===== config.mk =====
export PLATFORM = sky130hd
export DESIGN_NAME = edit_distance_engine_top_flat
export DESIGN_NICKNAME = d
export VERILOG_FILES = /design/src/hdl/edp_pkg.sv /design/src/hdl/edp_if.sv /design/src/hdl/edp_front.sv /design/src/hdl/edp_back.sv /design/src/hdl/edit_distance_engine_top.sv /design/src/flat_wrapper.sv
export SDC_FILE = /design/constraint.sdc
export NUM_CORES = 2
export LEC_CHECK = 0
export ABC_AREA = 1
export BUFFER_PORTS_ARGS = -buffer_cell sky130_fd_sc_hd__buf_2
export CAP_MARGIN = 20
export CORE_MARGIN = 10
export CORE_UTILIZATION = 50
export DETAILED_ROUTE_END_ITERATION = 7
export PLACE_DENSITY_LB_ADDON = 0.12
export SKIP_CTS_REPAIR_TIMING = 1
export SKIP_LAST_GASP = 1
export SLEW_MARGIN = 15
export SYNTH_ARGS = -nofsm -noshare
export SYNTH_HDL_FRONTEND = slang
export SYNTH_SLANG_ARGS = --single-unit

===== constraint.sdc =====
create_clock -name clk_i -period 6.55 [get_ports clk_i]
set_input_delay 0.3275 -clock clk_i [delete_from_list [all_inputs] [get_ports clk_i]]
set_output_delay 0.3275 -clock clk_i [all_outputs]
set_load 0.05 [all_outputs]

===== src/hdl/edp_pkg.sv =====
// Shared types, constants and helpers for the edit distance engine.
`timescale 1ns / 1ps

package edp_pkg;

  localparam int MAX_PATTERN = 32;
  localparam int CHAR_W      = 16;
  localparam int COST_W      = 16;
  localparam int OP_W        = 2;
  localparam int LEN_W       = $clog2(MAX_PATTERN + 1);
  localparam int IDX_W       = (MAX_PATTERN > 1) ? $clog2(MAX_PATTERN) : 1;
  localparam int QUEUE_DEPTH = 2;
  localparam int QPTR_W      = $clog2(QUEUE_DEPTH);
  localparam int QCNT_W      = $clog2(QUEUE_DEPTH + 1);

  localparam logic [COST_W-1:0] COST_MAX = {COST_W{1'b1}};

  typedef enum logic [OP_W-1:0] {
    OP_CLEAR  = 2'd0,
    OP_APPEND = 2'd1,
    OP_TEXT   = 2'd2,
    OP_END    = 2'd3
  } op_e;

  typedef enum logic {
    ST_IDLE,
    ST_ROW
  } back_state_e;

  typedef struct packed {
    op_e               op;
    logic [CHAR_W-1:0] char_code;
  } item_t;

  function automatic logic [COST_W-1:0] sat_inc(input logic [COST_W-1:0] v);
    return (v == COST_MAX) ? COST_MAX : v + COST_W'(1);
  endfunction

  function automatic logic [COST_W-1:0] min2(input logic [COST_W-1:0] a,
                                            input logic [COST_W-1:0] b);
    return (a < b) ? a : b;
  endfunction

endpackage


===== src/hdl/edp_if.sv =====
// Valid/ready channel interfaces for the input items and the results.
`timescale 1ns / 1ps

interface edp_in_if
  import edp_pkg::*;
();
  logic              valid;
  logic              ready;
  logic [OP_W-1:0]   operation;
  logic [CHAR_W-1:0] char_code;

  modport source (output valid, output operation, output char_code, input ready);
  modport sink   (input valid, input operation, input char_code, output ready);
endinterface

interface edp_out_if
  import edp_pkg::*;
();
  logic              valid;
  logic              ready;
  logic [COST_W-1:0] distance;
  logic              pattern_overflow;

  modport source (output valid, output distance, output pattern_overflow, input ready);
  modport sink   (input valid, input distance, input pattern_overflow, output ready);
endinterface


===== src/hdl/edp_front.sv =====
// Front end: accepts input transfers, decodes the operation, buffers in a short queue.
`timescale 1ns / 1ps

module edp_front
  import edp_pkg::*;
(
  input  logic   clk_i,
  input  logic   rst_ni,
  edp_in_if.sink in_i,
  output logic   item_valid_o,
  output item_t  item_o,
  input  logic   item_ready_i
);

  item_t             queue_q [QUEUE_DEPTH];
  logic [QPTR_W-1:0] wr_ptr_q, wr_ptr_d;
  logic [QPTR_W-1:0] rd_ptr_q, rd_ptr_d;
  logic [QCNT_W-1:0] count_q, count_d;
  logic              push, pop;
  item_t             in_item;

  assign in_item.op        = op_e'(in_i.operation);
  assign in_item.char_code = in_i.char_code;

  assign in_i.ready   = (count_q != QCNT_W'(QUEUE_DEPTH));
  assign item_valid_o = (count_q != '0);
  assign item_o       = queue_q[rd_ptr_q];

  assign push = in_i.valid && in_i.ready;
  assign pop  = item_valid_o && item_ready_i;

  always_comb begin
    wr_ptr_d = wr_ptr_q;
    rd_ptr_d = rd_ptr_q;
    count_d  = count_q;
    if (push) begin
      wr_ptr_d = (wr_ptr_q == QPTR_W'(QUEUE_DEPTH - 1)) ? '0 : wr_ptr_q + QPTR_W'(1);
    end
    if (pop) begin
      rd_ptr_d = (rd_ptr_q == QPTR_W'(QUEUE_DEPTH - 1)) ? '0 : rd_ptr_q + QPTR_W'(1);
    end
    if (push && !pop) begin
      count_d = count_q + QCNT_W'(1);
    end else if (pop && !push) begin
      count_d = count_q - QCNT_W'(1);
    end
  end

  always_ff @(posedge clk_i or negedge rst_ni) begin
    if (!rst_ni) begin
      wr_ptr_q <= '0;
      rd_ptr_q <= '0;
      count_q  <= '0;
    end else begin
      wr_ptr_q <= wr_ptr_d;
      rd_ptr_q <= rd_ptr_d;
      count_q  <= count_d;
    end
  end

  always_ff @(posedge clk_i) begin
    if (push) begin
      queue_q[wr_ptr_q] <= in_item;
    end
  end

endmodule


===== src/hdl/edp_back.sv =====
// Back end: pattern store, row walk of the cost table and the result register.
`timescale 1ns / 1ps

module edp_back
  import edp_pkg::*;
(
  input  logic      clk_i,
  input  logic      rst_ni,
  input  logic      mode_i,
  input  logic      item_valid_i,
  input  item_t     item_i,
  output logic      item_ready_o,
  edp_out_if.source out_o
);

  back_state_e state_q, state_d;

  // pattern chars and row costs 1..MAX_PATTERN live in memories
  logic [CHAR_W-1:0] pat_mem [MAX_PATTERN];
  logic [COST_W-1:0] row_mem [MAX_PATTERN];
  logic [CHAR_W-1:0] pat_rd_q;
  logic [COST_W-1:0] row_rd_q;
  logic [IDX_W-1:0]  rd_addr;
  logic              pat_we, row_we;
  logic [IDX_W-1:0]  pat_wa, row_wa;
  logic [COST_W-1:0] row_wd;

  logic [LEN_W-1:0]  len_q, len_d;
  logic              ovf_q, ovf_d;
  logic              fresh_q, fresh_d;    // row still reads as 0..len
  logic [COST_W-1:0] row0_q, row0_d;
  logic [COST_W-1:0] left_q, left_d;
  logic [COST_W-1:0] diag_q, diag_d;
  logic [COST_W-1:0] best_q, best_d;
  logic [COST_W-1:0] last_q, last_d;      // row cost at the pattern length
  logic [CHAR_W-1:0] char_q, char_d;
  logic [IDX_W-1:0]  j_q, j_d;

  logic              out_valid_q, out_valid_d;
  logic [COST_W-1:0] dist_q, dist_d;
  logic              out_ovf_q, out_ovf_d;

  logic              out_free, take, cell_last;
  logic [COST_W-1:0] up, del_c, ins_c, sub_c, cell_v, left0;
  logic [LEN_W-1:0]  restart_len;
  logic              restart;

  assign out_free     = !out_valid_q || out_o.ready;
  assign item_ready_o = (state_q == ST_IDLE) && ((item_i.op != OP_END) || out_free);
  assign take         = item_valid_i && item_ready_o;
  assign cell_last    = ((LEN_W'(j_q) + LEN_W'(1)) == len_q);

  assign out_o.valid            = out_valid_q;
  assign out_o.distance         = dist_q;
  assign out_o.pattern_overflow = out_ovf_q;

  // one cell of the recurrence
  assign up     = fresh_q ? (COST_W'(j_q) + COST_W'(1)) : row_rd_q;
  assign del_c  = sat_inc(up);
  assign ins_c  = sat_inc(left_q);
  assign sub_c  = (pat_rd_q != char_q) ? sat_inc(diag_q) : diag_q;
  assign cell_v = min2(del_c, min2(ins_c, sub_c));
  assign left0  = mode_i ? '0 : sat_inc(row0_q);

  always_comb begin
    state_d = state_q;
    case (state_q)
      ST_IDLE: begin
        if (take && (item_i.op == OP_TEXT) && (len_q != '0)) begin
          state_d = ST_ROW;
        end
      end
      ST_ROW: begin
        if (cell_last) begin
          state_d = ST_IDLE;
        end
      end
      default: state_d = ST_IDLE;
    endcase
  end

  always_comb begin
    len_d       = len_q;
    ovf_d       = ovf_q;
    fresh_d     = fresh_q;
    row0_d      = row0_q;
    left_d      = left_q;
    diag_d      = diag_q;
    best_d      = best_q;
    last_d      = last_q;
    char_d      = char_q;
    j_d         = j_q;
    out_valid_d = out_valid_q;
    dist_d      = dist_q;
    out_ovf_d   = out_ovf_q;
    pat_we      = 1'b0;
    pat_wa      = len_q[IDX_W-1:0];
    row_we      = 1'b0;
    row_wa      = j_q;
    row_wd      = cell_v;
    rd_addr     = '0;
    restart     = 1'b0;
    restart_len = len_q;

    if (out_valid_q && out_o.ready) begin
      out_valid_d = 1'b0;
    end

    case (state_q)
      ST_IDLE: begin
        if (take) begin
          case (item_i.op)
            OP_CLEAR: begin
              len_d       = '0;
              ovf_d       = 1'b0;
              restart     = 1'b1;
              restart_len = '0;
            end
            OP_APPEND: begin
              restart = 1'b1;
              if (len_q < LEN_W'(MAX_PATTERN)) begin
                pat_we      = 1'b1;
                len_d       = len_q + LEN_W'(1);
                restart_len = len_q + LEN_W'(1);
              end else begin
                ovf_d = 1'b1;
              end
            end
            OP_TEXT: begin
              row0_d = left0;
              left_d = left0;
              diag_d = row0_q;
              char_d = item_i.char_code;
              j_d    = '0;
              if (len_q == '0) begin
                best_d = min2(best_q, left0);
                last_d = left0;
              end
            end
            OP_END: begin
              out_valid_d = 1'b1;
              dist_d      = mode_i ? best_q : last_q;
              out_ovf_d   = ovf_q;
              restart     = 1'b1;
            end
            default: begin
            end
          endcase
        end
      end
      ST_ROW: begin
        row_we  = 1'b1;
        diag_d  = up;
        left_d  = cell_v;
        j_d     = j_q + IDX_W'(1);
        rd_addr = j_q + IDX_W'(1);
        if (cell_last) begin
          best_d  = min2(best_q, cell_v);
          last_d  = cell_v;
          fresh_d = 1'b0;
        end
      end
      default: begin
      end
    endcase

    if (restart) begin
      row0_d  = '0;
      fresh_d = 1'b1;
      best_d  = COST_W'(restart_len);
      last_d  = COST_W'(restart_len);
    end
  end

  always_ff @(posedge clk_i or negedge rst_ni) begin
    if (!rst_ni) begin
      state_q     <= ST_IDLE;
      len_q       <= '0;
      ovf_q       <= 1'b0;
      fresh_q     <= 1'b1;
      row0_q      <= '0;
      best_q      <= '0;
      last_q      <= '0;
      j_q         <= '0;
      out_valid_q <= 1'b0;
    end else begin
      state_q     <= state_d;
      len_q       <= len_d;
      ovf_q       <= ovf_d;
      fresh_q     <= fresh_d;
      row0_q      <= row0_d;
      best_q      <= best_d;
      last_q      <= last_d;
      j_q         <= j_d;
      out_valid_q <= out_valid_d;
    end
  end

  always_ff @(posedge clk_i) begin
    left_q    <= left_d;
    diag_q    <= diag_d;
    char_q    <= char_d;
    dist_q    <= dist_d;
    out_ovf_q <= out_ovf_d;
  end

  always_ff @(posedge clk_i) begin
    if (pat_we) begin
      pat_mem[pat_wa] <= item_i.char_code;
    end
    pat_rd_q <= pat_mem[rd_addr];
  end

  always_ff @(posedge clk_i) begin
    if (row_we) begin
      row_mem[row_wa] <= row_wd;
    end
    row_rd_q <= row_mem[rd_addr];
  end

endmodule


===== src/hdl/edit_distance_engine_top.sv =====
// Top level of the edit distance engine: config register, front queue and back end.
`timescale 1ns / 1ps
// Throughput: a text char is handled by the single cell-update unit, which walks the
//   row-cost memory one entry per cycle up to L, the current pattern length; no new item
//   is taken until the row is done, and an end-of-text waits while the output register is full.
// Timing: an input transfer reaches the back end through the registered 2-entry queue;
//   the result of an end-of-text sits in the output register the cycle after it is taken.
// Reset: rst_ni (async, active low) clears all control state, the pattern length, the
//   overflow flag and match_mode; no clearing pass, the block is ready at once.

module edit_distance_engine_top
  import edp_pkg::*;
(
  input  logic      clk_i,
  input  logic      rst_ni,
  input  logic      cfg_we_i,
  input  logic      cfg_wdata_i,
  edp_in_if.sink    in_i,
  edp_out_if.source out_o
);

  // match_mode: 0 whole-string distance, 1 best substring match
  logic  match_mode_q;

  // queued items between front and back
  logic  item_valid;
  logic  item_ready;
  item_t item;

  always_ff @(posedge clk_i or negedge rst_ni) begin
    if (!rst_ni) begin
      match_mode_q <= 1'b0;
    end else if (cfg_we_i) begin
      match_mode_q <= cfg_wdata_i;
    end
  end

  // Front: takes each input transfer, decodes the op and buffers it so that the input
  // side can keep flowing, until the queue is full, while the back end walks a row.
  edp_front u_front (
    .clk_i        (clk_i),
    .rst_ni       (rst_ni),
    .in_i         (in_i),
    .item_valid_o (item_valid),
    .item_o       (item),
    .item_ready_i (item_ready)
  );

  // Back: holds the pattern, updates the cost row per text char and registers the result
  // so the next items, other than an end-of-text, can be taken while it waits.
  edp_back u_back (
    .clk_i        (clk_i),
    .rst_ni       (rst_ni),
    .mode_i       (match_mode_q),
    .item_valid_i (item_valid),
    .item_i       (item),
    .item_ready_o (item_ready),
    .out_o        (out_o)
  );

endmodule

===== src/flat_wrapper.sv =====
// flat-port wrapper written by rule: the top's interface ports become plain ports
module edit_distance_engine_top_flat import edp_pkg::*;
  (clk_i, rst_ni, cfg_we_i, cfg_wdata_i, in_i_valid, in_i_operation, in_i_char_code, in_i_ready, out_o_valid, out_o_distance, out_o_pattern_overflow, out_o_ready);
  edp_in_if in_i_i ();
  edp_out_if out_o_i ();
  input  logic clk_i;
  input  logic rst_ni;
  input  logic cfg_we_i;
  input  logic cfg_wdata_i;
  input wire logic [$bits(in_i_i.valid)-1:0] in_i_valid;
  input wire logic [$bits(in_i_i.operation)-1:0] in_i_operation;
  input wire logic [$bits(in_i_i.char_code)-1:0] in_i_char_code;
  output wire logic [$bits(in_i_i.ready)-1:0] in_i_ready;
  output wire logic [$bits(out_o_i.valid)-1:0] out_o_valid;
  output wire logic [$bits(out_o_i.distance)-1:0] out_o_distance;
  output wire logic [$bits(out_o_i.pattern_overflow)-1:0] out_o_pattern_overflow;
  input wire logic [$bits(out_o_i.ready)-1:0] out_o_ready;
  assign in_i_i.valid = in_i_valid;
  assign in_i_i.operation = in_i_operation;
  assign in_i_i.char_code = in_i_char_code;
  assign in_i_ready = in_i_i.ready;
  assign out_o_valid = out_o_i.valid;
  assign out_o_distance = out_o_i.distance;
  assign out_o_pattern_overflow = out_o_i.pattern_overflow;
  assign out_o_i.ready = out_o_ready;
  edit_distance_engine_top u_core (.clk_i(clk_i), .rst_ni(rst_ni), .cfg_we_i(cfg_we_i), .cfg_wdata_i(cfg_wdata_i), .in_i(in_i_i), .out_o(out_o_i));
endmodule

==> out/metrics.cfg <==
[run_status]
status = complete, no violations

[sta]
slew_violations = 0
slew-limit-headroom_pct = 21.8
finClkSkew_ps = 30.6
finalSetupViolCount = 0
timing.hold.ws_ps = 313
period_share_pct = 92.4
fin_crit_ps = 6050
tns_ps = 0
max_freq_mhz = 165
tightest_slew_ps = 1170
hold_viol = 0

[placement]
post_dp_cell_area_sq_mm = 0.0545
dp.cells = 5551
gp_congestion = 0.927
dp_hpwl_mm = 83.5
io_buffers = 42

[synth]
synthCells = 4296
ys_seq_area_share_pct = 69.1
ys_types = 53
synth_top_area_share_pct = 64.7
ys_seq_elements = 1225
async_reset_ff_share_pct = 5.55
syn_area_per_cell_sq_um = 12.2
synth_edf_count = 1125
yosys_warnings = 0
yosys_most_used_dff = edfxtp_1
syn_nets = 4390
synth.area.top_cells = edfxtp_1 65%, a21oi_1 4.1%, o21ai_0 3.7%
syn_area_sq_mm = 0.0522
synth_top_cell_by_area = edfxtp_1

[global_route]
antenna_found_initial = 0
grt_overflow = 0
grt_first_pass_wirelength_mm = 213
grt_util_all_layers_pct = 23.7
grt_max_degree = 182
grt_pass1_vias = 33500

[clock_network]
path_clk_slew_ps = 60
root_buffer = clkbuf_16
cts_buffers = 132
clock_latency_ps = 740
cts_sinks = 1225
h-tree-depth = 4
cts_max_path_buffers = 3
cts_tree = yes

[pwr]
leakagePower_nw = 20.0
sw_frac_of_total_pct = 37.5
powerDensity_mw_per_mm2 = 452
p_clk_share_pct = 26.2
switchingPower_w = 0.0100
ir_drop_uv = 508
p_comb_share_pct = 33.0
seqPwrFrac_pct = 40.8
internal-power_w = 0.0167

[hold_path]
hold_path_end = u_core.u_front.queue_q[0][6]$_DFFE_PP_
worst_hold_path_type = in -> reg
whs_path_depth = 2
hold_path_startpoint = in_i_char_code[6]

[critical_path]
critical_path_class = reg -> reg
path_max_fanout = 17
crit_top_cell = nand2_1
critPathMaxStageDelay_ps = 390
timing.reg2reg.setup_slack_ps = 500
worst_r2r_endpoint = u_core.u_back.best_q[9]$_DFFE_PN0P_
required_ps = 7220
cpMaxStageDelayCell = edfxtp_1
rr_startpoint = u_core.u_back.char_q[11]$_DFFE_PP_
start_kind = register
setup.worst_path.end_class = register
crit_arrival_ps = 6730
reg2reg_depth = 39

[finish]
drive_gt1_share_pct = 11.1
final_area_sq_mm = 0.0590
final_cell_mix = 1125 x edfxtp_1, 423 x a21oi_1, 413 x nand2_1
area_delta_synth_final_pct = 13.0
antenna_cells = 0
finalNonFillerCells = 5823
nets = 4439
layout_commonest_cell = edfxtp_1
fin_util_pct = 57.0
top_regs = u_core.u_back.pat_mem (512), u_core.u_back.row_mem (512), u_core.u_front.queue_q (36)

[route]
vias = 35300
remaining_drc_errors = 0
final_antenna_net_count = 0
via_per_inst = 6.06
drt_wl_total_mm = 142
wl_per_cell_um = 24.4
drt_iter0_markers = 3739
drtPass1Iterations = 6

[floorplanning]
die_x_um = 343
die_y_um = 343
start_util_pct = 50.4
ios = 43
rows = 118
core-area_sq_mm = 0.104
dieArea_sq_mm = 0.118

[job]
drv_cap = 0

[per-stage QoR]
step	setup slack (ps)	power [W]
after detailed placement	19.7	0.0197
after global placement	166	0.0196
after global routing	-48.2	0.0280
after floorplan	121	0.0163
after CTS	-35.4	0.0267
final	495	0.0267
[worst max path at each step]
stage                                                      end                          startpoint  slack, ps  cells past startpoint
final                      u_core.u_back.best_q[9]$_DFFE_PN0P_  u_core.u_back.char_q[11]$_DFFE_PP_        500                     39
after global routing       u_core.u_back.best_q[1]$_DFFE_PN0P_   u_core.u_back.char_q[1]$_DFFE_PP_        -50                     41
after CTS                  u_core.u_back.best_q[9]$_DFFE_PN0P_  u_core.u_back.char_q[11]$_DFFE_PP_        -40                     40
after detailed placement   u_core.u_back.best_q[9]$_DFFE_PN0P_  u_core.u_back.char_q[11]$_DFFE_PP_         20                     40
after global placement     u_core.u_back.best_q[9]$_DFFE_PN0P_   u_core.u_back.char_q[1]$_DFFE_PP_        170                     40
after floorplan           u_core.u_back.best_q[10]$_DFFE_PN0P_    u_core.u_back.j_q[0]$_DFFE_PN0P_        120                     36
[layout make-up]
class / instances / area [sq um]
Clock inverter: 55 / 382
Fill cell: 8609 / 44600
Multi-Input combinational cell: 2556 / 14500
Sequential cell: 1225 / 36100
Clock buffer: 177 / 3630
Tap cell: 1380 / 1730
Timing Repair Buffer: 226 / 1940
Inverter: 204 / 776
[kinds of logic (layout without fill, tap and decap cells)]
kind of cell	count (synthesis)	after routing	synth area share [%]
AOI/OAI and AO/OA	1420	1420	16.9
DFF	1225	1225	69.1
and+or+nand+nor	1039	1039	8.08
buffers and inverters	515	662	3.73
adders and majority gates	70	70	1.68
xor gates and xnor gates	27	27	0.453
[metal layers]
layer / up-vias / GRT usage [%] / routed length (um)
li1: 16300 / - / -
met1: 17600 / 33.1 / 61400
met2: 1187 / 37.2 / 66400
met3: 229 / 4.20 / 9670
met4: 0 / 8.64 / 4610
met5: - / 0 / 0
[Yosys cell counts, drive strengths merged (2+ instances only)]
| library cell | count |
|---|---|
| xnor2 | 3 |
| o21ai | 413 |
| ha | 70 |
| a31oi | 35 |
| clkbuf | 281 |
| o32ai | 128 |
| clkinv | 5 |
| o21a | 2 |
| o22ai | 24 |
| a21o | 3 |
| a21oi | 425 |
| inv | 199 |
| o41ai | 2 |
| and2 | 2 |
| or2 | 11 |
| nand4 | 14 |
| a211oi | 5 |
| dfrtp | 67 |
| o211ai | 247 |
| nor4 | 6 |
| dfxtp | 32 |
| xor2 | 24 |
| nor3 | 30 |
| edfxtp | 1125 |
| nand2 | 425 |
| nand3 | 84 |
| o221ai | 128 |
| buf | 30 |
| nor2 | 464 |
[power groups by stage]
| stage | sequential [W] | clock (W) | combinational, W |
|---|---|---|---|
| final | 0.0109 | 0.00700 | 0.00882 |
| after global routing | 0.0110 | 0.00741 | 0.00967 |
| after CTS | 0.0109 | 0.00712 | 0.00872 |
| after detailed placement | 0.0111 | 0 | 0.00869 |
| after global placement | 0.0110 | 0 | 0.00859 |
| after floorplan | 0.0111 | 0 | 0.00529 |
[worst max-delay path, delay by kind of cell, from the launching register on]
family | cells | cell delay, ps
flops | 1 | 390
compound gates | 8 | 1530
buf+inv | 5 | 730
simple gates | 23 | 2400
fa+ha+maj | 3 | 890
No activity file was read; power rests on OpenSTA's default activity.
